## config.mk

```make
export PLATFORM = sky130hd
export DESIGN_NAME = svb_div
export DESIGN_NICKNAME = d
export VERILOG_FILES = /design/src/rtl/core/svb_pkg.sv /design/src/rtl/core/svb_div.sv
export SDC_FILE = /design/constraint.sdc
export NUM_CORES = 2
export LEC_CHECK = 0
export BUFFER_PORTS_ARGS = -buffer_cell sky130_fd_sc_hd__buf_2
export CORE_MARGIN = 3
export CORE_UTILIZATION = 38
export DETAILED_ROUTE_END_ITERATION = 8
export GPL_TIMING_DRIVEN = 0
export MAX_ROUTING_LAYER = met4
export PLACE_DENSITY = 0.66
export REMOVE_ABC_BUFFERS = 1
export SKIP_LAST_GASP = 1
export SLEW_MARGIN = 20
export SYNTH_ARGS = -nofsm -noshare
export SYNTH_HDL_FRONTEND = slang
export SYNTH_SLANG_ARGS = --single-unit
```

## constraint.sdc

```tcl
create_clock -name clk -period 13.23 [get_ports clk]
set_input_delay 0.6615 -clock clk [delete_from_list [all_inputs] [get_ports clk]]
set_output_delay 0.6615 -clock clk [all_outputs]
set_load 0.01 [all_outputs]
```

## src/rtl/core/svb_pkg.sv

```systemverilog
package svb_pkg;

  // Field widths
  localparam int COORD_BITS = 16;
  localparam int SIDE_BITS  = 12;
  // Signed working width for doubled coordinates and their differences
  localparam int GEO_BITS   = COORD_BITS + 4;
  // Squared distance width
  localparam int SQ_BITS    = 2 * (GEO_BITS - 1);
  // Root / numerator width
  localparam int N_BITS     = 2 * SIDE_BITS;
  // Iterative units: stages and steps per stage
  localparam int STAGES     = 4;
  localparam int STEPS_PER  = SIDE_BITS / STAGES;

  typedef logic signed [GEO_BITS-1:0] geo_t;
  typedef logic [SIDE_BITS-1:0]       side_t;
  typedef logic [N_BITS-1:0]          wn_t;

  // Per-transaction pipeline record
  typedef struct packed {
    logic  vld;
    logic  mode;
    logic  hit;
    logic  aln;     // circle centre aligned with clamp point on an axis
    geo_t  px;      // offsets for square mode or aligned circle case
    geo_t  py;
    logic  sx;      // sign of centre minus clamp point
    logic  sy;
    side_t adx;     // magnitude of centre minus clamp point
    side_t ady;
    side_t r;
    wn_t   n;       // root remainder
    wn_t   root;
    side_t d;       // distance
    wn_t   remx;    // divider remainders
    wn_t   remy;
    side_t qx;
    side_t qy;
  } pl_t;

  typedef struct packed {
    wn_t n;
    wn_t root;
  } isq_t;

  typedef struct packed {
    wn_t   rem;
    side_t q;
  } dv_t;

  function automatic geo_t ext_coord(logic [COORD_BITS-1:0] v);
    return geo_t'({{(GEO_BITS-COORD_BITS){1'b0}}, v});
  endfunction

  function automatic geo_t ext_side(side_t v);
    return geo_t'({{(GEO_BITS-SIDE_BITS){1'b0}}, v});
  endfunction

  // Offset toward the nearer edge
  function automatic geo_t nearer(geo_t to_neg, geo_t to_pos);
    return (to_neg < to_pos) ? -to_neg : to_pos;
  endfunction

  // One bit of the square root, bit weight 4^k
  function automatic isq_t isq_step(isq_t s, int k);
    isq_t o;
    wn_t  bb;
    wn_t  t;
    bb = wn_t'(1) << (2 * k);
    t  = s.root + bb;
    if (s.n >= t) begin
      o.n    = s.n - t;
      o.root = (s.root >> 1) + bb;
    end else begin
      o.n    = s.n;
      o.root = s.root >> 1;
    end
    return o;
  endfunction

  // One quotient bit of restoring division, weight 2^k
  function automatic dv_t div_step(dv_t s, side_t d, int k);
    dv_t o;
    wn_t ds;
    ds = wn_t'(d) << k;
    o  = s;
    if (s.rem >= ds) begin
      o.rem = s.rem - ds;
      o.q   = s.q | (side_t'(1) << k);
    end
    return o;
  endfunction

  // Divide by 2^sh, truncating toward zero
  function automatic geo_t tdiv(geo_t v, logic [1:0] sh);
    geo_t m;
    m = (v < 0) ? -v : v;
    m = m >> sh;
    return (v < 0) ? -m : m;
  endfunction

endpackage

```

## src/rtl/core/svb_div.sv

```systemverilog
module svb_div import svb_pkg::*; (
  input  logic clk,
  input  logic rst_n,
  input  pl_t  pl_i,
  output pl_t  pl_o
);

  // Numerators: |delta| * (radius - distance)
  pl_t   pr_nxt, pr_r;
  side_t dd, rd;

  always_comb begin
    dd          = (pl_i.root[SIDE_BITS-1:0] == '0) ? side_t'(1) : pl_i.root[SIDE_BITS-1:0];
    rd          = pl_i.r - dd;
    pr_nxt      = pl_i;
    pr_nxt.d    = dd;
    pr_nxt.remx = pl_i.adx * rd;
    pr_nxt.remy = pl_i.ady * rd;
    pr_nxt.qx   = '0;
    pr_nxt.qy   = '0;
  end

  always_ff @(posedge clk) begin
    if (!rst_n) begin
      pr_r <= '0;
    end else begin
      pr_r <= pr_nxt;
    end
  end

  // Restoring division of both axes, STEPS_PER quotient bits per stage
  pl_t stg_in  [STAGES];
  pl_t stg_nxt [STAGES];
  pl_t stg_r   [STAGES];

  for (genvar g = 0; g < STAGES; g++) begin : g_stage
    if (g == 0) begin : g_first
      assign stg_in[g] = pr_r;
    end else begin : g_next
      assign stg_in[g] = stg_r[g-1];
    end

    always_comb begin
      dv_t sx;
      dv_t sy;
      sx.rem = stg_in[g].remx;
      sx.q   = stg_in[g].qx;
      sy.rem = stg_in[g].remy;
      sy.q   = stg_in[g].qy;
      for (int j = 0; j < STEPS_PER; j++) begin
        sx = div_step(sx, stg_in[g].d, SIDE_BITS - 1 - g * STEPS_PER - j);
        sy = div_step(sy, stg_in[g].d, SIDE_BITS - 1 - g * STEPS_PER - j);
      end
      stg_nxt[g]      = stg_in[g];
      stg_nxt[g].remx = sx.rem;
      stg_nxt[g].qx   = sx.q;
      stg_nxt[g].remy = sy.rem;
      stg_nxt[g].qy   = sy.q;
    end

    always_ff @(posedge clk) begin
      if (!rst_n) begin
        stg_r[g] <= '0;
      end else begin
        stg_r[g] <= stg_nxt[g];
      end
    end
  end

  assign pl_o = stg_r[STAGES-1];

endmodule
```

* After elaboration in Yosys (flattened, before gate mapping)
Memory sizes are Yosys's and may differ from the RTL's.
Index checks and enable logic that the tools add are counted.
** Storage, ports and cells
- Memories kept :: 1
- Output and inout port bits :: 214
- Input port bits :: 216
- Bits in registers :: 214
- Memory bits (writable) :: 856
** Memories
- stg_r :: words 4, width 214, rd ports 4, clocked after Yosys merged registers in 0, wr ports 4, RTL line svb_div.sv:34 : pl_t stg_r [STAGES];
** Operators by class
- $lt $le $gt $ge :: 24
- Muxes and demuxes :: 31
- Add/sub/neg operators :: 25
- Reduce and logical (&&, ||, !) cells :: 1
- Bitwise operators :: 4
- $mul :: 2
** Operator list (count)
- $mux W36 :: 24
- $mux W214 :: 4
- $ge A24 B12 Y1 :: 2
- $ge A24 B13 Y1 :: 2
- $ge A24 B14 Y1 :: 2
- $ge A24 B15 Y1 :: 2
- $ge A24 B16 Y1 :: 2
- $ge A24 B17 Y1 :: 2
- $ge A24 B18 Y1 :: 2
- $ge A24 B19 Y1 :: 2
- $ge A24 B20 Y1 :: 2
- $ge A24 B21 Y1 :: 2
- $ge A24 B22 Y1 :: 2
- $ge A24 B23 Y1 :: 2
- $mul A12 B12 Y24 :: 2
- $sub A24 B12 Y24 :: 2
- $sub A24 B13 Y24 :: 2
- $sub A24 B14 Y24 :: 2
- $sub A24 B15 Y24 :: 2
- $sub A24 B16 Y24 :: 2
- $sub A24 B17 Y24 :: 2
- $sub A24 B18 Y24 :: 2
- $sub A24 B19 Y24 :: 2
- $sub A24 B20 Y24 :: 2
- other kinds (8) :: 15

* Logic depth before layout (Yosys ltp)
An unclocked memory read counts as a cell.
- Depth in word-level cells :: 8
- Gate-level depth with buffers :: 45

* Least setup slack after synthesis
Ideal clock, no wire load.
- Path type :: reg-to-reg
- Start :: reg pr_r[73] (netlist name)
- End :: mem stg_r[0][35] (netlist name)
- Library setup time :: 101 ps
- Data arrival time :: 9058 ps
- Period minus slack after synthesis :: 9159 ps
- Required time :: 13129 ps
- Path slack :: 4071 ps
- Stages on the path, launching flop included :: 43
- Cell sequence :: dfxtp_1 inv_1 ha_1 nor2b_1 o21ai_0 a21boi_0 o21ai_0 nand2_1 a21o_1 a221oi_1 a21boi_0 nor3_1 clkbuf_1 mux2_2 ha_1 a21o_1 a21oi_1 o21bai_1 [... 7 more ...] clkbuf_1 mux2_2 ha_1 o21ai_0 a21boi_0 o21ai_0 a21boi_0 o21ai_0 a21boi_0 o31ai_1 nand2_1 a31oi_1 nand2_1 nor4bb_1 clkbuf_1 clkbuf_1 nand3_1 o41ai_1
** RTL lines
- from (decl) :: RTL line svb_div.sv:9 : pl_t pr_nxt, pr_r;
- from (signal assigned) :: RTL line svb_div.sv:27 : pr_r <= pr_nxt;
- to (decl) :: RTL line svb_div.sv:34

==> impl_metrics.ini <==
[status]
status = completed

[synth]
syn_inst = 6350
synth_top_area_share_pct = 35.77
synth_compound_area_share_pct = 12.20
yosys_warnings = 0
netlist_area_mm2 = 0.05653
yosys-top-cells-area = dfxtp_1, and2_1, ha_1
post-synth-top-count-cell = dfxtp_1
ys_types = 94
synth_edf_count = 0
synth-xor-area-share_pct = 4.555
synth.largest_area_cell = dfxtp_1
synth-seq-area-share_pct = 35.77
synth.area.mux_share_pct = 1.932
ys_ff_latch = 1010
synth_top_family_by_area = simple AND/OR/NAND/NOR gates
ys_top_cells_by_count = dfxtp_1, and2_1, inv_1, nor2_1, nand2_1
synth-async-reset-ratio_pct = 0
synth_ff_type = dfxtp_1
synth-simple-area-share_pct = 23.08
synth-adder-area-share_pct = 17.40
synth_area_per_cell_um2 = 8.903

[placement]
dpl_worst_slack_ns = 1.634
hpwl_um = 103500
numPortBuffers = 345
post_dp_cell_area_mm2 = 0.06031
gp_congestion = 0.8945

[floorplanning]
die_area_mm2 = 0.1534
die-width_um = 391.7
core_mm2 = 0.1468
pin_count = 430
start_util_pct = 38.51
die_h_um = 391.7
rows = 140

[setup_path]
start_kind = flop
worstPathMaxFanout = 18
cp.required_ns = 13.81
cp-end-kind = flop
critical_path_arrival_ns = 11.91
worstRegToRegCells = 36
critical_path_class = reg -> reg
critPathMaxStageDelay_ns = 0.90
slowest_stage = o31ai_1
cpMostUsedCell = o21ai_0

[drt]
wirelength_um = 138700
post_drt_via_cell_ratio = 5.072
ant_nets = 0
remaining_drc_errors = 0
num_vias = 43569
wl_per_cell_um = 16.15
dr.pass1.iters = 6
dr.first_iter.drc_count = 2902

[sta]
worst_slew_margin_rel_pct = 28.32
fin_ws_ns = 1.897
finalCritPeriodShare_pct = 85.66
maxSlewViolCount = 0
post-route-min-period_ns = 11.33
setup_viol = 0
max_freq_mhz = 88.24
final_hold_viol_count = 0
worstMarginPinSlew_ns = 1.058
rsz0062_at_grt = no
skew_ns = 0.09664
fin_tns_setup_ns = 0

[hold_path]
hp-class = in -> reg
holdPathStages = 2

[layout]
area_growth_pct = 13.19
drive_above_1_share_pct = 10.12
nets = 7451
nFillCells = 14282
finalInstanceArea_mm2 = 0.06399
post-route-util_pct = 43.59

[global_routing]
use_met1_pct = 23.31
grt_pass1_wl_um = 221300
use_met3_pct = 2.609
grt_max_degree = 169
grt_util_all_layers_pct = 18.28
antenna_found_initial = 10
met2_usage_pct = 29.73
overflow = 0
grt-busiest-layer = met2
grt_pass1_vias = 42008

[cts]
path_clk_slew_ns = 0.06
cts-htree-levels = 3
cts_buffer_depth = 3
clkSinkCount = 1010
cts_made_buffers = 107
cts_hold_buf = 0
clk_latency_ns = 0.76
ctsRootBufferMaster = clkbuf_16
postCtsSetupBuffers = 0
cts_resized = 0
cts_tree = built

[job]
maxCapViolations = 0
-- worst max-delay path, delay by kind of cell, from the launching register on --
| family | cells | cell delay, ns |
|---|---|---|
| AOI/OAI and AO/OA | 19 | 5.51 |
| adders and majority gates | 3 | 1.00 |
| buffers and inverters | 2 | 0.83 |
| DFF | 1 | 0.33 |
| and+or+nand+nor | 12 | 3.48 |
-- sequential cells by signal, indices dropped and copies added, names as in the netlist --
name / cells
stg_r: 820
pr_r: 190
-- metal layers --
layer  routed length, um  part of all wire [%]
met1               64380                    46
met2               63140                    46
met3                6625                   4.8
met4                4596                   3.3
met5                   0                     0
-- cell families after synthesis --
| group | Yosys count |
|---|---|
| buf+inv | 758 |
| simple gates | 2453 |
| mux | 102 |
| xor+xnor | 294 |
| compound gates | 1082 |
| flops | 1010 |
| fa+ha+maj | 651 |
-- through the flow --
step                      instances  hold WS, ns
after CTS                      8585      0.01801
after detailed placement       8390       0.4169
after global placement         8367       0.4122
after global routing           8590      0.05908
after floorplan                6105       0.4057
final                          8590       0.1020
-- cell usage in the layout, fill, tap and decap left out, types with 15 or more instances in the layout --
master and instances:
o21ai_0 257, or3_1 35, nor4_1 32, nor2_1 468, a21boi_0 36, nor3_1 104
o21bai_1 29, xnor2_1 179, o21a_1 56, o31ai_1 52, or2_2 21, nand2_1 430
nand3_1 123, dfxtp_1 1010, inv_1 512, buf_2 346, a31oi_1 21, mux2_2 57
o41ai_1 15, clkbuf_1 18, a21o_1 99, o31a_1 22, ha_1 426, nand4_1 80
nand2b_1 84, clkbuf_16 107, and3_1 29, fa_1 224, nor2b_1 78, or4_1 29
a21oi_1 312, a211oi_1 53, and2_1 863, xor2_1 105, clkbuf_8 16, clkinv_2 15
mux2i_1 45
-- worst paths after layout --
path / to / from / slack [ns]
setup / recovery: stg_r[2][43] / stg_r[1][73] / 1.90
setup reg to reg: stg_r[2][43] / stg_r[1][73] / 1.90
hold reg to reg: stg_r[3][107] / stg_r[2][107] / 0.40
hold / removal: pr_r[200] / pl_i[200] / 0.10
-- layout make-up --
type / count / area, um^2 / area share (%)
Sequential cell: 1010 / 20220 / 31.60
Clock buffer: 141 / 2965 / 4.634
Multi-Input combinational cell: 4582 / 33620 / 52.55
Inverter: 513 / 1933 / 3.021
Timing Repair Buffer: 370 / 2166 / 3.385
Clock inverter: 54 / 675.6 / 1.056
Antenna cell: 3 / 7.507 / 0.01173
Tap cell: 1917 / 2399 / 3.748
Power is left out: the tool's default activity adds up to more than one toggle a clock period on the data nets, which glitch-free logic cannot reach.
