### config.mk
export PLATFORM = sky130hd
export DESIGN_NAME = svb_isqrt
export DESIGN_NICKNAME = d
export VERILOG_FILES = /design/src/rtl/core/svb_pkg.sv /design/src/rtl/core/svb_isqrt.sv
export SDC_FILE = /design/constraint.sdc
export NUM_CORES = 2
export LEC_CHECK = 0
export ABC_AREA = 1
export BUFFER_PORTS_ARGS = -buffer_cell sky130_fd_sc_hd__buf_2
export CAP_MARGIN = 20
export CORE_MARGIN = 3
export CORE_UTILIZATION = 45
export DETAILED_ROUTE_END_ITERATION = 8
export SYNTH_ARGS = -nofsm -noshare
export SYNTH_HDL_FRONTEND = slang
export SYNTH_SLANG_ARGS = --single-unit
### constraint.sdc
create_clock -name clk -period 9.45 [get_ports clk]
set_input_delay 1.89 -clock clk [delete_from_list [all_inputs] [get_ports clk]]
set_output_delay 1.89 -clock clk [all_outputs]
set_load 0.02 [all_outputs]
### src/rtl/core/svb_pkg.sv
package svb_pkg;

  // Field widths
  localparam int COORD_BITS = 16;
  localparam int SIDE_BITS  = 12;
  // Signed working width for doubled coordinates and their differences
  localparam int GEO_BITS   = COORD_BITS + 4;
  // Squared distance width
  localparam int SQ_BITS    = 2 * (GEO_BITS - 1);
  // Root / numerator width
  localparam int N_BITS     = 2 * SIDE_BITS;
  // Iterative units: stages and steps per stage
  localparam int STAGES     = 4;
  localparam int STEPS_PER  = SIDE_BITS / STAGES;

  typedef logic signed [GEO_BITS-1:0] geo_t;
  typedef logic [SIDE_BITS-1:0]       side_t;
  typedef logic [N_BITS-1:0]          wn_t;

  // Per-transaction pipeline record
  typedef struct packed {
    logic  vld;
    logic  mode;
    logic  hit;
    logic  aln;     // circle centre aligned with clamp point on an axis
    geo_t  px;      // offsets for square mode or aligned circle case
    geo_t  py;
    logic  sx;      // sign of centre minus clamp point
    logic  sy;
    side_t adx;     // magnitude of centre minus clamp point
    side_t ady;
    side_t r;
    wn_t   n;       // root remainder
    wn_t   root;
    side_t d;       // distance
    wn_t   remx;    // divider remainders
    wn_t   remy;
    side_t qx;
    side_t qy;
  } pl_t;

  typedef struct packed {
    wn_t n;
    wn_t root;
  } isq_t;

  typedef struct packed {
    wn_t   rem;
    side_t q;
  } dv_t;

  function automatic geo_t ext_coord(logic [COORD_BITS-1:0] v);
    return geo_t'({{(GEO_BITS-COORD_BITS){1'b0}}, v});
  endfunction

  function automatic geo_t ext_side(side_t v);
    return geo_t'({{(GEO_BITS-SIDE_BITS){1'b0}}, v});
  endfunction

  // Offset toward the nearer edge
  function automatic geo_t nearer(geo_t to_neg, geo_t to_pos);
    return (to_neg < to_pos) ? -to_neg : to_pos;
  endfunction

  // One bit of the square root, bit weight 4^k
  function automatic isq_t isq_step(isq_t s, int k);
    isq_t o;
    wn_t  bb;
    wn_t  t;
    bb = wn_t'(1) << (2 * k);
    t  = s.root + bb;
    if (s.n >= t) begin
      o.n    = s.n - t;
      o.root = (s.root >> 1) + bb;
    end else begin
      o.n    = s.n;
      o.root = s.root >> 1;
    end
    return o;
  endfunction

  // One quotient bit of restoring division, weight 2^k
  function automatic dv_t div_step(dv_t s, side_t d, int k);
    dv_t o;
    wn_t ds;
    ds = wn_t'(d) << k;
    o  = s;
    if (s.rem >= ds) begin
      o.rem = s.rem - ds;
      o.q   = s.q | (side_t'(1) << k);
    end
    return o;
  endfunction

  // Divide by 2^sh, truncating toward zero
  function automatic geo_t tdiv(geo_t v, logic [1:0] sh);
    geo_t m;
    m = (v < 0) ? -v : v;
    m = m >> sh;
    return (v < 0) ? -m : m;
  endfunction

endpackage

### src/rtl/core/svb_isqrt.sv
module svb_isqrt import svb_pkg::*; (
  input  logic clk,
  input  logic rst_n,
  input  pl_t  pl_i,
  output pl_t  pl_o
);

  pl_t stg_in  [STAGES];
  pl_t stg_nxt [STAGES];
  pl_t stg_r   [STAGES];

  // Integer square root, STEPS_PER result bits per stage, MSB first
  for (genvar g = 0; g < STAGES; g++) begin : g_stage
    if (g == 0) begin : g_first
      assign stg_in[g] = pl_i;
    end else begin : g_next
      assign stg_in[g] = stg_r[g-1];
    end

    always_comb begin
      isq_t s;
      s.n    = stg_in[g].n;
      s.root = stg_in[g].root;
      for (int j = 0; j < STEPS_PER; j++) begin
        s = isq_step(s, SIDE_BITS - 1 - g * STEPS_PER - j);
      end
      stg_nxt[g]      = stg_in[g];
      stg_nxt[g].n    = s.n;
      stg_nxt[g].root = s.root;
    end

    always_ff @(posedge clk) begin
      if (!rst_n) begin
        stg_r[g] <= '0;
      end else begin
        stg_r[g] <= stg_nxt[g];
      end
    end
  end

  assign pl_o = stg_r[STAGES-1];

endmodule

# == Word level (Yosys, flattened, before mapping) ==
# Memory sizes are Yosys's and may differ from the RTL's.
# Cells that the tools add are included.
# W data, S select, Z words.
# op_classes
muxes,18
addsub,36
multipliers,0
n_reduce_logical,0
shifts,0
n_div,0
order_cmp,12
eq_ne,0
n_bitwise,4
# op_table
op,count
$mux W214,4
$mux W48,12
$ge A24 B24 Y1,12
$sub A24 B24 Y24,12
$add A23 B1 Y24 const B,1
$add A23 B11 Y24 const B,1
$add A23 B13 Y24 const B,1
$add A23 B15 Y24 const B,1
$add A23 B17 Y24 const B,1
$add A23 B19 Y24 const B,1
$add A23 B21 Y24 const B,1
$add A23 B23 Y24 const B,1
$add A23 B3 Y24 const B,1
$add A23 B5 Y24 const B,1
$add A23 B7 Y24 const B,1
$add A23 B9 Y24 const B,1
$add A24 B1 Y24 const B,1
$add A24 B11 Y24 const B,1
$add A24 B13 Y24 const B,1
$add A24 B15 Y24 const B,1
$add A24 B17 Y24 const B,1
$add A24 B19 Y24 const B,1
$add A24 B21 Y24 const B,1
$add A24 B23 Y24 const B,1
6 further kinds,10
# totals
input_bits,216
ff_bits,0
n_memories,1
romBits,0
latch_bits,0
ram_bits,856
# mem_list
name,words,word_bits,read_ports,rd_ports_with_merged_regs,write_ports,line_no,source
stg_r,4,214,4,0,4,svb_isqrt.sv:10,pl_t stg_r [STAGES];

# == Depth between registers and ports, before layout ==
# depth
depth_word,10
mapped_depth,66
depth_no_buf,64

# == Worst setup path before layout ==
# Ideal clock, no wire load.
# synth_timing
kind,reg2reg
startpoint,mem stg_r[0][310] (netlist bit)
endpoint,mem stg_r[1][101] (netlist bit)
t_required_ns,9.337
synth_period_minus_slack_ns,7.874
slack_ns,1.576
path_stages_with_launch,62
arrival_ns,7.762
setup_ns,0.113
cell_sequence,dfxtp_1 -> ha_1 -> clkbuf_1 -> nand2_1 -> nor2_1 -> nand2_1 -> xnor2_1 -> inv_1 -> ha_1 -> inv_1 -> o21ai_1 -> a21oi_2 -> nor2_1 -> nor2_2 -> nand3_2 -> nand2_1 -> nand2_1 -> inv_1 -> (+26 left out) -> nor4_1 -> nand2_1 -> nor4_1 -> o21ai_1 -> inv_1 -> or2_2 -> clkbuf_1 -> nand2_1 -> inv_1 -> nand3_1 -> nor2_1 -> nand2_1 -> inv_1 -> nand2_1 -> nor2_1 -> nand2_1 -> nand2_1 -> nor2_1
# synth_lines
element,line_no
"start, declared",svb_isqrt.sv:10

==> impl_metrics.tcl <==
set metrics [dict create \
    critical_path.reg2reg.endpoint "stg_r[1][312]$_SDFF_PN0_" \
    io-pin-count 430 \
    worst_path_maximum_fanout 16 \
    tightest_slew_ns 1.22 \
    first_pass_grt_wire_length_um 214000 \
    post_route_cells_drive_above_1_share_pct 12.7 \
    postSynthCellCount 6634 \
    firstDrtPassIters 5 \
    endpoint_kind "flip-flop" \
    critical-path-max-stage-delay_ns 0.38 \
    largest_reg_flops 856 \
    critPathArrivalTime_ns 9.17 \
    hpwl_um 114000 \
    multi_input_comb_area_um2 24100 \
    ys_ff_latch 856 \
    crit_path_start_kind "flip-flop" \
    clk-insertion-delay-late_ns 0.67 \
    fmax_mhz 116 \
    total_track_usage_pct 25.4 \
    yosysSeqAreaShare_pct 36.8 \
    area.sequential_um2 17100 \
    mappedNetlistArea_um2 46600 \
    synth.cells.most_frequent "sky130_fd_sc_hd__nand2_1 (1796), sky130_fd_sc_hd__inv_1 (1291), sky130_fd_sc_hd__dfxtp_1 (856), sky130_fd_sc_hd__a21oi_1 (399), sky130_fd_sc_hd__o21ai_0 (381)" \
    yosysMostFrequentCell "sky130_fd_sc_hd__nand2_1" \
    min-delay-start "stg_r[0][380]$_SDFF_PN0_" \
    layout_worst_path_cycle_share_pct 91.5 \
    drv_cap 0 \
    placedInstanceArea_um2 50700 \
    cp.required_ns 9.97 \
    floorplan.initialDensity_pct 45.5 \
    cts-htree-levels 3 \
    setup_ws_ns 0.799 \
    clock_sinks 856 \
    post_drt_wl_per_cell_um 16.4 \
    r2r_setup_slack_ns 0.80 \
    largest-register "stg_r" \
    floorplan_row_count 117 \
    setup-violations-final 0 \
    die_width_um 328 \
    antenna_found_initial 34 \
    cts-hold-fix-buffers 0 \
    place_worst_setup_slack_ns 0.194 \
    detailroute.via_count 41500 \
    holdPathStages 2 \
    area_enclosed_by_the_die_boundary_um2 107000 \
    reg2regPathDepth 55 \
    synth-edff-count 0 \
    post_detailed_route_count_of_antenna_violating_nets 0 \
    timing_worst_setup_path_type "reg -> reg" \
    gp_congestion 0.956 \
    fin_area_um2 54300 \
    drt_wl_total_um 141000 \
    cts_root_buffer "sky130_fd_sc_hd__clkbuf_16" \
    io_buffers 429 \
    final_nets 7673 \
    fp.dieH_um 328 \
    drc 0 \
    whs_endpoint "stg_r[1][166]$_SDFF_PN0_" \
    drv_slew 0 \
    areaGrowthSynthToFinish_pct 16.5 \
    yosysWarningCount 0 \
    first_global_vias 38800 \
    nFillCells 10300 \
    cts_made_buffers 89 \
    netlist-cell-type-count 64 \
    synth_top_area_cell "sky130_fd_sc_hd__dfxtp_1" \
    tritoncts "built" \
    min-delay-path-class "reg -> reg" \
    skew_ns 0.0491 \
    largest_net_degree_at_the_start_of_global_routing 229 \
    synth_flop_cell "sky130_fd_sc_hd__dfxtp_1" \
    buffer_depth_of_the_longest_clock_path 3 \
    report.final.hold_viol_count 0 \
    number_of_violations_reported_at_the_end_of_detailed_routing_iteration_0 2576 \
    route.detailed.vias_per_inst 4.83 \
    timing.slew.headroom_pct 19.0 \
    synth_top_cell_area_share_pct 36.8 \
    cts.clk_slew.worst_paths_ns 0.06 \
    synth.area.top_cells "sky130_fd_sc_hd__dfxtp_1 (37%), sky130_fd_sc_hd__nand2_1 (14%), sky130_fd_sc_hd__inv_1 (10%)" \
    grt_overflow 0 \
    synthesis.area_per_instance_um2 7.02 \
    crit_path_top_delay_cell "sky130_fd_sc_hd__dfxtp_2" \
    regToRegStartpoint "stg_r[1][89]$_SDFF_PN0_" \
    finalCriticalPeriod_ns 8.65 \
    crit_path_frequent_cell "sky130_fd_sc_hd__nand2_1" \
    core_area_um2 102000 \
    outcome "completed" \
    ys_async_sr_fraction_pct 0 \
    layout_top_registers "stg_r (856)" \
]
[what timing repair did]
| item | CTS | global route |
|---|---|---|
| resized for setup | 0 | 63 |
| setup buffers | 0 | 19 |
| endpoints found under the setup margin | 0 | 120 |
[cell type report]
class                           instances  area share, %
Multi-Input combinational cell       4310           44.5
Timing Repair Buffer                  562           5.93
Antenna cell                           18         0.0830
Clock buffer                          121           4.64
Tap cell                             1368           3.15
Clock inverter                         40           1.04
Inverter                             1313           9.09
Sequential cell                       856           31.6
[metrics by stage]
step	utilization (%)	std cells	setup TNS [ns]	hold slack [ns]
after floorplan	-	6642	0	0.390
after global placement	49.6	8389	0	0.391
after detailed placement	49.6	8389	0	0.395
after CTS	52.6	8550	0	0.396
after global routing	53.0	8576	-0.0270	0.409
final	53.1	8588	0	0.388
[layer usage]
layer	part of all wire [%]	vias up	global-route usage [%]
met5	0.072	-	0
met4	4.5	14	10.3
met3	5.5	291	4.86
met2	48	1038	45.1
met1	41	18600	29.9
li1	-	21600	-
[logic make-up after synthesis]
group	Yosys count	share of synthesized area [%]
compound gates	997	11.8
other cells	2	0.0161
mux	3	0.0644
fa+ha+maj	325	8.94
flops	856	36.8
xor+xnor	370	6.99
buf+inv	1477	12.0
simple gates	2604	23.4
[worst max path at each step]
stage	startpoint	to	slack (ns)	cells past startpoint
6_report	stg_r[1][89]$_SDFF_PN0_	stg_r[1][312]$_SDFF_PN0_	0.80	55
5_1_grt	stg_r[1][89]$_SDFF_PN0_	stg_r[1][311]$_SDFF_PN0_	-0.01	59
4_1_cts	stg_r[1][89]$_SDFF_PN0_	stg_r[1][319]$_SDFF_PN0_	0.18	56
3_5_place_dp	pl_i[103]	stg_r[0][130]$_SDFF_PN0_	0.19	34
3_3_place_gp	pl_i[103]	stg_r[0][104]$_SDFF_PN0_	0.27	34
2_1_floorplan	stg_r[0][310]$_SDFF_PN0_	stg_r[1][101]$_SDFF_PN0_	1.58	61
[critical path: cells and delay by family (launching register included)]
family	cells	cell delay (ns)
AO/OA/AOI/OAI	5	0.76
XOR/XNOR	2	0.33
adder cells (fa/ha/maj)	5	1.53
buffers and inverters	8	0.99
flip-flops	1	0.38
AND/OR/NAND/NOR	35	4.53
[placed cells by master (no fill, tap or decap), types with 17 or more instances in the layout]
cell                        instances
sky130_fd_sc_hd__a21o_1            31
sky130_fd_sc_hd__buf_2            428
sky130_fd_sc_hd__clkbuf_16         89
sky130_fd_sc_hd__clkinv_2          17
sky130_fd_sc_hd__diode_2           18
sky130_fd_sc_hd__o21bai_1          36
sky130_fd_sc_hd__xnor2_1          111
sky130_fd_sc_hd__o21ai_0          378
sky130_fd_sc_hd__a21oi_1          399
sky130_fd_sc_hd__inv_2             18
sky130_fd_sc_hd__nand2_2           42
sky130_fd_sc_hd__buf_4            127
sky130_fd_sc_hd__nand2_1         1789
sky130_fd_sc_hd__nor2_1           289
sky130_fd_sc_hd__a31oi_1           38
sky130_fd_sc_hd__o21ai_1           19
sky130_fd_sc_hd__clkbuf_8          17
sky130_fd_sc_hd__nand3_1          210
sky130_fd_sc_hd__xor2_1           253
sky130_fd_sc_hd__inv_1           1289
sky130_fd_sc_hd__dfxtp_1          852
sky130_fd_sc_hd__ha_1             308
sky130_fd_sc_hd__or2_2             31
sky130_fd_sc_hd__nor3_1            53
sky130_fd_sc_hd__nor2_4            19
sky130_fd_sc_hd__nor4_1            21
sky130_fd_sc_hd__nand4_1           70
sky130_fd_sc_hd__nor2_2            29
Power is left out: the tool's default activity adds up to more than one toggle a clock period on the data nets, which glitch-free logic cannot reach.
