<file path="config.mk">
export PLATFORM = sky130hd
export DESIGN_NAME = svb_front
export DESIGN_NICKNAME = d
export VERILOG_FILES = /design/src/rtl/core/svb_pkg.sv /design/src/rtl/core/svb_front.sv
export SDC_FILE = /design/constraint.sdc
export NUM_CORES = 2
export LEC_CHECK = 0
export ABC_AREA = 1
export BUFFER_PORTS_ARGS = -buffer_cell sky130_fd_sc_hd__clkbuf_2
export CAP_MARGIN = 20
export CORE_ASPECT_RATIO = 0.8
export CORE_MARGIN = 1
export CORE_UTILIZATION = 35
export CTS_CLUSTER_SIZE = 25
export DETAILED_ROUTE_END_ITERATION = 7
export GPL_ROUTABILITY_DRIVEN = 0
export PLACE_DENSITY = 0.51
export SLEW_MARGIN = 20
export SYNTH_ARGS = -nofsm -noshare
export SYNTH_HDL_FRONTEND = slang
export SYNTH_SLANG_ARGS = --single-unit
</file>
<file path="constraint.sdc">
create_clock -name clk -period 13.88 [get_ports clk]
set_clock_uncertainty 0.1 [all_clocks]
set_input_delay 1.388 -clock clk [delete_from_list [all_inputs] [get_ports clk]]
set_output_delay 1.388 -clock clk [all_outputs]
set_load 0.05 [all_outputs]
</file>
<file path="src/rtl/core/svb_pkg.sv">
package svb_pkg;

  // Field widths
  localparam int COORD_BITS = 16;
  localparam int SIDE_BITS  = 12;
  // Signed working width for doubled coordinates and their differences
  localparam int GEO_BITS   = COORD_BITS + 4;
  // Squared distance width
  localparam int SQ_BITS    = 2 * (GEO_BITS - 1);
  // Root / numerator width
  localparam int N_BITS     = 2 * SIDE_BITS;
  // Iterative units: stages and steps per stage
  localparam int STAGES     = 4;
  localparam int STEPS_PER  = SIDE_BITS / STAGES;

  typedef logic signed [GEO_BITS-1:0] geo_t;
  typedef logic [SIDE_BITS-1:0]       side_t;
  typedef logic [N_BITS-1:0]          wn_t;

  // Per-transaction pipeline record
  typedef struct packed {
    logic  vld;
    logic  mode;
    logic  hit;
    logic  aln;     // circle centre aligned with clamp point on an axis
    geo_t  px;      // offsets for square mode or aligned circle case
    geo_t  py;
    logic  sx;      // sign of centre minus clamp point
    logic  sy;
    side_t adx;     // magnitude of centre minus clamp point
    side_t ady;
    side_t r;
    wn_t   n;       // root remainder
    wn_t   root;
    side_t d;       // distance
    wn_t   remx;    // divider remainders
    wn_t   remy;
    side_t qx;
    side_t qy;
  } pl_t;

  typedef struct packed {
    wn_t n;
    wn_t root;
  } isq_t;

  typedef struct packed {
    wn_t   rem;
    side_t q;
  } dv_t;

  function automatic geo_t ext_coord(logic [COORD_BITS-1:0] v);
    return geo_t'({{(GEO_BITS-COORD_BITS){1'b0}}, v});
  endfunction

  function automatic geo_t ext_side(side_t v);
    return geo_t'({{(GEO_BITS-SIDE_BITS){1'b0}}, v});
  endfunction

  // Offset toward the nearer edge
  function automatic geo_t nearer(geo_t to_neg, geo_t to_pos);
    return (to_neg < to_pos) ? -to_neg : to_pos;
  endfunction

  // One bit of the square root, bit weight 4^k
  function automatic isq_t isq_step(isq_t s, int k);
    isq_t o;
    wn_t  bb;
    wn_t  t;
    bb = wn_t'(1) << (2 * k);
    t  = s.root + bb;
    if (s.n >= t) begin
      o.n    = s.n - t;
      o.root = (s.root >> 1) + bb;
    end else begin
      o.n    = s.n;
      o.root = s.root >> 1;
    end
    return o;
  endfunction

  // One quotient bit of restoring division, weight 2^k
  function automatic dv_t div_step(dv_t s, side_t d, int k);
    dv_t o;
    wn_t ds;
    ds = wn_t'(d) << k;
    o  = s;
    if (s.rem >= ds) begin
      o.rem = s.rem - ds;
      o.q   = s.q | (side_t'(1) << k);
    end
    return o;
  endfunction

  // Divide by 2^sh, truncating toward zero
  function automatic geo_t tdiv(geo_t v, logic [1:0] sh);
    geo_t m;
    m = (v < 0) ? -v : v;
    m = m >> sh;
    return (v < 0) ? -m : m;
  endfunction

endpackage

</file>
<file path="src/rtl/core/svb_front.sv">
module svb_front import svb_pkg::*; (
  input  logic                  clk,
  input  logic                  rst_n,
  input  logic                  in_vld,
  input  logic                  mode,
  input  logic [COORD_BITS-1:0] mover_x,
  input  logic [COORD_BITS-1:0] mover_y,
  input  side_t                 side,
  input  logic [COORD_BITS-1:0] box_left,
  input  logic [COORD_BITS-1:0] box_top,
  input  side_t                 box_w,
  input  side_t                 box_h,
  output pl_t                   pl_o
);

  // Stage 1: edges and depths
  logic  s1_vld_r, s1_mode_r;
  side_t s1_r_r;
  geo_t  s1_cx_r, s1_cy_r, s1_lo_r, s1_ro_r, s1_to_r, s1_bo_r;
  geo_t  s1_dl_r, s1_dr_r, s1_dt_r, s1_db_r;

  always_ff @(posedge clk) begin
    if (!rst_n) begin
      s1_vld_r <= 1'b0;
    end else begin
      s1_vld_r <= in_vld;
    end
    s1_mode_r <= mode;
    s1_r_r    <= side;
    s1_cx_r   <= (ext_coord(mover_x) <<< 1) + ext_side(side);
    s1_cy_r   <= (ext_coord(mover_y) <<< 1) + ext_side(side);
    s1_lo_r   <= ext_coord(box_left) <<< 1;
    s1_ro_r   <= (ext_coord(box_left) + ext_side(box_w)) <<< 1;
    s1_to_r   <= ext_coord(box_top) <<< 1;
    s1_bo_r   <= (ext_coord(box_top) + ext_side(box_h)) <<< 1;
    s1_dl_r   <= ext_coord(mover_x) + ext_side(side) - ext_coord(box_left);
    s1_dr_r   <= ext_coord(box_left) + ext_side(box_w) - ext_coord(mover_x);
    s1_dt_r   <= ext_coord(mover_y) + ext_side(side) - ext_coord(box_top);
    s1_db_r   <= ext_coord(box_top) + ext_side(box_h) - ext_coord(mover_y);
  end

  // Stage 2: square-mode offsets, clamp, aligned-case offsets
  logic  s2_vld_r, s2_mode_r, s2_hit0_r;
  side_t s2_r_r;
  geo_t  s2_p0x_r, s2_p0y_r, s2_pax_r, s2_pay_r, s2_dx_r, s2_dy_r;
  geo_t  qx, qy, rg;

  always_comb begin
    rg = ext_side(s1_r_r);
    priority if (s1_cx_r < s1_lo_r) qx = s1_lo_r;
    else if (s1_cx_r > s1_ro_r)     qx = s1_ro_r;
    else                            qx = s1_cx_r;
    priority if (s1_cy_r < s1_to_r) qy = s1_to_r;
    else if (s1_cy_r > s1_bo_r)     qy = s1_bo_r;
    else                            qy = s1_cy_r;
  end

  always_ff @(posedge clk) begin
    if (!rst_n) begin
      s2_vld_r <= 1'b0;
    end else begin
      s2_vld_r <= s1_vld_r;
    end
    s2_mode_r <= s1_mode_r;
    s2_r_r    <= s1_r_r;
    s2_hit0_r <= (s1_dl_r > 0) && (s1_dr_r > 0) && (s1_dt_r > 0) && (s1_db_r > 0);
    s2_p0x_r  <= nearer(s1_dl_r, s1_dr_r);
    s2_p0y_r  <= nearer(s1_dt_r, s1_db_r);
    s2_pax_r  <= nearer(s1_cx_r - s1_lo_r + rg, s1_ro_r - s1_cx_r + rg);
    s2_pay_r  <= nearer(s1_cy_r - s1_to_r + rg, s1_bo_r - s1_cy_r + rg);
    s2_dx_r   <= s1_cx_r - qx;
    s2_dy_r   <= s1_cy_r - qy;
  end

  // Stage 3: squares
  logic                s3_vld_r, s3_mode_r, s3_hit0_r;
  side_t               s3_r_r;
  geo_t                s3_p0x_r, s3_p0y_r, s3_pax_r, s3_pay_r;
  logic                s3_sx_r, s3_sy_r;
  logic [GEO_BITS-2:0] adx, ady;
  logic [SQ_BITS-1:0]  s3_sqx_r, s3_sqy_r;
  logic [N_BITS-1:0]   s3_rr_r;
  side_t               s3_adx_r, s3_ady_r;

  always_comb begin
    adx = s2_dx_r[GEO_BITS-1] ? (GEO_BITS-1)'(-s2_dx_r) : s2_dx_r[GEO_BITS-2:0];
    ady = s2_dy_r[GEO_BITS-1] ? (GEO_BITS-1)'(-s2_dy_r) : s2_dy_r[GEO_BITS-2:0];
  end

  always_ff @(posedge clk) begin
    if (!rst_n) begin
      s3_vld_r <= 1'b0;
    end else begin
      s3_vld_r <= s2_vld_r;
    end
    s3_mode_r <= s2_mode_r;
    s3_hit0_r <= s2_hit0_r;
    s3_r_r    <= s2_r_r;
    s3_p0x_r  <= s2_p0x_r;
    s3_p0y_r  <= s2_p0y_r;
    s3_pax_r  <= s2_pax_r;
    s3_pay_r  <= s2_pay_r;
    s3_sx_r   <= s2_dx_r[GEO_BITS-1];
    s3_sy_r   <= s2_dy_r[GEO_BITS-1];
    s3_adx_r  <= adx[SIDE_BITS-1:0];
    s3_ady_r  <= ady[SIDE_BITS-1:0];
    s3_sqx_r  <= adx * adx;
    s3_sqy_r  <= ady * ady;
    s3_rr_r   <= s2_r_r * s2_r_r;
  end

  // Stage 4: distance test and record build
  logic [SQ_BITS:0] dsq;
  logic             hit1;
  pl_t              pl_nxt, pl_r;

  always_comb begin
    dsq  = {1'b0, s3_sqx_r} + {1'b0, s3_sqy_r};
    hit1 = dsq < {{(SQ_BITS+1-N_BITS){1'b0}}, s3_rr_r};
    pl_nxt      = '0;
    pl_nxt.vld  = s3_vld_r;
    pl_nxt.mode = s3_mode_r;
    pl_nxt.hit  = s3_mode_r ? hit1 : s3_hit0_r;
    pl_nxt.aln  = (s3_adx_r == '0 && s3_sqx_r == '0) || (s3_ady_r == '0 && s3_sqy_r == '0);
    pl_nxt.px   = s3_mode_r ? s3_pax_r : s3_p0x_r;
    pl_nxt.py   = s3_mode_r ? s3_pay_r : s3_p0y_r;
    pl_nxt.sx   = s3_sx_r;
    pl_nxt.sy   = s3_sy_r;
    pl_nxt.adx  = s3_adx_r;
    pl_nxt.ady  = s3_ady_r;
    pl_nxt.r    = s3_r_r;
    pl_nxt.n    = dsq[N_BITS-1:0];
  end

  always_ff @(posedge clk) begin
    if (!rst_n) begin
      pl_r <= '0;
    end else begin
      pl_r <= pl_nxt;
    end
  end

  assign pl_o = pl_r;

endmodule

</file>
* Word level (Yosys, flattened, before mapping)
Cells that the tools add are included.
** Word-level totals
- Output and inout bits :: 214
- Input bits :: 104
- Register bits :: 762
- Logic and storage cells :: 122
** Cells by class
- $mul :: 3
- Reduce and logical (&&, ||, !) cells :: 10
- Multiplexer cells :: 13
- Magnitude comparators :: 13
- Add/subtract/negate cells :: 27
** Operators by type and width (number)
- two-way mux 20 bit :: 10
- logical NOT 38 bit :: 2
- multiplier 19 x 19 -> 38 bit :: 2
- > comparator 18 x 1 -> 1 bit, second input constant :: 4
- subtractor 17 x 16 -> 18 bit :: 4
- adder 16 x 12 -> 17 bit :: 4
- adder 19 x 13 -> 20 bit :: 2
- adder 20 x 13 -> 20 bit :: 2
- > comparator 19 x 20 -> 1 bit :: 2
- < comparator 20 bit :: 2
- negation 18 -> 20 bit :: 2
- negation 20 bit :: 2
- subtractor 19 x 20 -> 20 bit :: 2
- subtractor 20 x 19 -> 20 bit :: 2
- adder 38 x 38 -> 39 bit :: 1
- < comparator 39 x 24 -> 1 bit :: 1
- two-way mux 19 bit :: 2
- negation 19 bit :: 2
- subtractor 18 x 17 -> 19 bit :: 2
- adder 17 x 12 -> 18 bit :: 2
- < comparator 18 x 17 -> 1 bit :: 2
- < comparator 18 bit :: 2
- logical NOT 12 bit :: 2
- multiplier 12 x 12 -> 24 bit :: 1
- 3 further kinds :: 7

* Depth between registers and ports, before layout
- Depth after elaboration :: 4
- Depth in mapped cells :: 42
- Depth with buffers taken out :: 41

* Worst setup path before layout
No wires, ideal clock.
- Path type :: register to register
- From :: reg s2_dy_r[0]
- To :: reg s3_sqy_r[35]
- Setup slack :: 6.611 ns
- Setup time :: 0.127 ns
- Path buffers :: 2
- Stages on the path, launching flop included :: 37
- Data arrival time :: 7.042 ns
- Cells stage by stage :: dfxtp_1 > clkinv_1 > clkbuf_1 > ha_1 > inv_1 > nor3_2 > nand3_1 > nor3_2 > nand4_1 > nand2_1 > o21ai_2 > xor2_2 > inv_1 > buf_4 > nor2_1 > inv_1 > fa_1 > inv_1 > fa_1 > inv_1 > fa_1 > inv_1 > fa_1 > fa_1 > inv_1 > fa_1 > inv_1 > ha_1 > a21oi_1 > inv_1 > a21oi_1 > o21ai_0 > a21oi_1 > o21ai_0 > a21oi_1 > o21ai_0 > xor2_1
** On the way
- Cells in the longest elaborated chain, start to end :: 3
** Ends and longest elaborated chain
- start, declared :: RTL line svb_front.sv:45 : geo_t s2_p0x_r, s2_p0y_r, s2_pax_r, s2_pay_r, s2_dx_r, s2_dy_r;
- start signal, assigned :: RTL line svb_front.sv:72 : s2_dy_r <= s1_cy_r - qy;
- negation 19 bit :: RTL line svb_front.sv:87 : ady = s2_dy_r[GEO_BITS-1] ? (GEO_BITS-1)'(-s2_dy_r) : s2_dy_r[GEO_BITS-2:0];
- two-way mux 19 bit (*) :: RTL line svb_front.sv:87
- multiplier 19 x 19 -> 38 bit (*) :: RTL line svb_front.sv:108 : s3_sqy_r <= ady * ady;
- end signal, assigned :: RTL line svb_front.sv:108
- end, declared :: RTL line svb_front.sv:81 : logic [SQ_BITS-1:0] s3_sqx_r, s3_sqy_r;
Mark *: on every way between the ends. The rest lies on a longest branch, timed or not.
A chain may end at the register's enable or synchronous reset.

* Worst setup path in the final report
Same ends and word-level chain as after synthesis.

==> results.yml <==
sta:
  timing.fmax_ghz: 0.112
  holdWs_ns: 0.201
  fin_tns_setup_ns: 0
  fin_crit_sh_pct: 64.2
  setup_viol: 0
  post-route-min-period_ns: 8.92
  slew-limit-headroom_pct: 23.9
  worst_pin_slew_ns: 1.13
  slew_violations: 0
  rsz0062_at_grt: "no"
  hold_viol_final: 0
synthesis:
  ys_top_cells_by_area: "dfxtp_1 21%, fa_1 21%, ha_1 15%"
  yosysWarnings: 0
  yosysTopAreaCellShare_pct: 20.8
  synth.most_common_cell: "inv_1"
  netlist_area_um2: 61400
  async_flop_share_pct: 0
  synth_ff_type: "dfxtp_1"
  syn_avg_cell_area_um2: 7.94
  yosys-top-cells-count: "1,750 x inv_1, 1,376 x nand2_1, 718 x ha_1"
  ys_seq_elements: 638
  yosysTopAreaCell: "dfxtp_1"
  seq_area_frac_synth_pct: 20.8
  synth_edf_count: 0
  yosysUniqueCellTypes: 67
  synthCells: 7728
worst_setup_path:
  critPathArrivalTime_ns: 9.41
  worstSetupPathType: "reg2reg"
  cpMostUsedCell: "fa_1"
  cpMaxStageDelayCell: "clkinv_1"
  reg2reg_from: "s2_dy_r[0]"
  rrSetupSlack_ns: 4.96
  slowest_delay_ns: 0.73
  path_max_fanout: 20
  required_ns: 14.37
  startpoint: "s2_dy_r[0]"
  path_buf_inv: 6
  critPathTopFamily: "adder cells"
  end_kind: "register"
  crit_path_start_kind: "register"
final_layout:
  drive_above_1_share_pct: 5.91
  diodes: 0
  fin_nets: 9389
  fin_util_pct: 38.6
  areaGrowthSynthToFinish_pct: 9.60
  n_fill_cell: 17975
  fin_area_um2: 67300
global_routing:
  track_usage_pct: 20.6
  grt_pass1_vias: 49345
  grt_pass1_wl_um: 282000
  antenna_found_initial: 5
  grt_max_degree: 49
  overflow: 0
clocking:
  root_buffer: "clkbuf_16"
  clk_path_buf_depth: 3
  cts_sinks: 638
  cts_resized: 0
  cts-hold-fix-buffers: 0
  clk_pin_slew_ns: 0.06
  post-cts-setup-buffers: 0
  htree_levels: 3
  cts_tree: "yes"
  clock_latency_ns: 0.73
  cts_made_buffers: 75
route:
  wirelength_um: 182000
  drc: 0
  detail-route-antenna-nets: 0
  dr.first_iter.drc_count: 2961
  viasPerCell: 4.77
  first_pass_iters: 6
  via_count: 49087
  wl_per_cell_um: 17.7
floorplanning:
  die_h_um: 377
  ios: 318
  start_util_pct: 35.2
  core_um2: 174000
  die-area_um2: 177000
  fp.dieW_um: 470
  rows: 137
placement:
  placed_cell_area_um2: 64600
  place_hpwl_um: 154000
  port_buffers: 209
worst_hold_path:
  hp-class: "reg2reg"
  hp-start: "s2_pay_r[2]"
run_status:
  status: "complete, no violations"
job:
  cap_viol_max_count: 0
[cell type report]
class | count | area, um2 | share of cell area [%]
sequential | 638 | 12800 | 19.0
multi-input combinational | 5210 | 41100 | 61.1
clock inverter | 45 | 646 | 0.960
tap | 2293 | 2870 | 4.26
clock buffer | 92 | 2030 | 3.02
inverter | 1781 | 6690 | 9.94
timing repair buffer | 224 | 1160 | 1.72
[stage by stage]
step | setup WS, ns | cells
detailed placement | 5.12 | 10146
global route | 4.45 | 10283
floorplan | 6.61 | 7835
finish | 4.96 | 10283
global placement | 5.21 | 10146
CTS | 5.03 | 10283
[per-layer routing]
layer	routed length [um]	GRT usage, %	vias up
li1	-	-	24165
met1	87700	29.2	23485
met2	79100	32.3	1196
met3	9600	2.69	239
met4	6040	6.54	2
met5	13	0	-
[path summary, 6_finish.rpt]
| check | end | cells after the start |
|---|---|---|
| worst max-delay path | s3_sqy_r[35] | 29 |
| worst max register to register | s3_sqy_r[35] | 29 |
| worst min-delay path | s3_pay_r[2] | 0 |
| worst min register to register | s3_pay_r[2] | 0 |
[worst register-to-register path: cells and delay by family (launching register included)]
family / cells / cell delay, ns
buf+inv: 6 / 1.50
xor+xnor: 1 / 0.17
fa+ha+maj: 8 / 3.77
compound gates: 6 / 1.31
simple gates: 8 / 1.37
flops: 1 / 0.51
[cells in the final DEF, fill, tap and decap left out, types with 18 or more instances in the layout]
cell type  synthesis  routed
conb_1             1     108
o21bai_1          32      32
ha_1             718     718
nor3_1            66      66
a21o_1            29      29
nor2_2            18      18
o21ai_1           35      35
o21ai_0          250     250
clkbuf_2           0     209
o211ai_1          47      47
nand2_2           27      29
nand3_1          225     225
clkbuf_16          0      75
nand4_1           68      68
xnor2_1          101     101
fa_1             637     637
inv_1           1750    1749
dfxtp_1          638     638
or2_2             25      25
a22o_1            38      38
a21oi_1          395     395
nand2_1         1376    1374
nor4_1            41      41
a31oi_1           31      31
nor2_1           525     524
a21boi_0          19      19
nand3b_1          27      27
clkinv_1          17      18
xor2_1           254     254
[sequential cells by signal, indices dropped and copies added, names as in the netlist, 16 cells and up]
signal,cells
s3_pay_r,19
s1_to_r,16
s2_dx_r,20
s3_p0y_r,20
s1_cx_r,17
s1_bo_r,17
s3_p0x_r,20
s3_sqy_r,36
s3_pax_r,19
s1_dr_r,18
s1_ro_r,17
s1_lo_r,16
s2_dy_r,20
s2_pax_r,19
s1_db_r,18
s3_rr_r,23
s2_p0y_r,20
s3_sqx_r,36
s1_cy_r,18
pl_o,106
s2_pay_r,19
s2_p0x_r,20
s1_dl_r,18
s1_dt_r,18
[cells by family (layout without fill, tap and decap cells)]
logic type | Yosys count | after routing | synth area share, %
buf+inv | 1987 | 2142 | 12.9
fa+ha+maj | 1355 | 1355 | 35.4
flops | 638 | 638 | 20.8
xor+xnor | 359 | 359 | 5.22
compound gates | 949 | 949 | 8.92
other cells | 1 | 108 | 0.00611
mux | 1 | 1 | 0.0163
simple gates | 2438 | 2438 | 16.7
Power is not shown: default switching activity piles up to over one toggle a cycle in this logic, so the estimate is an artifact.
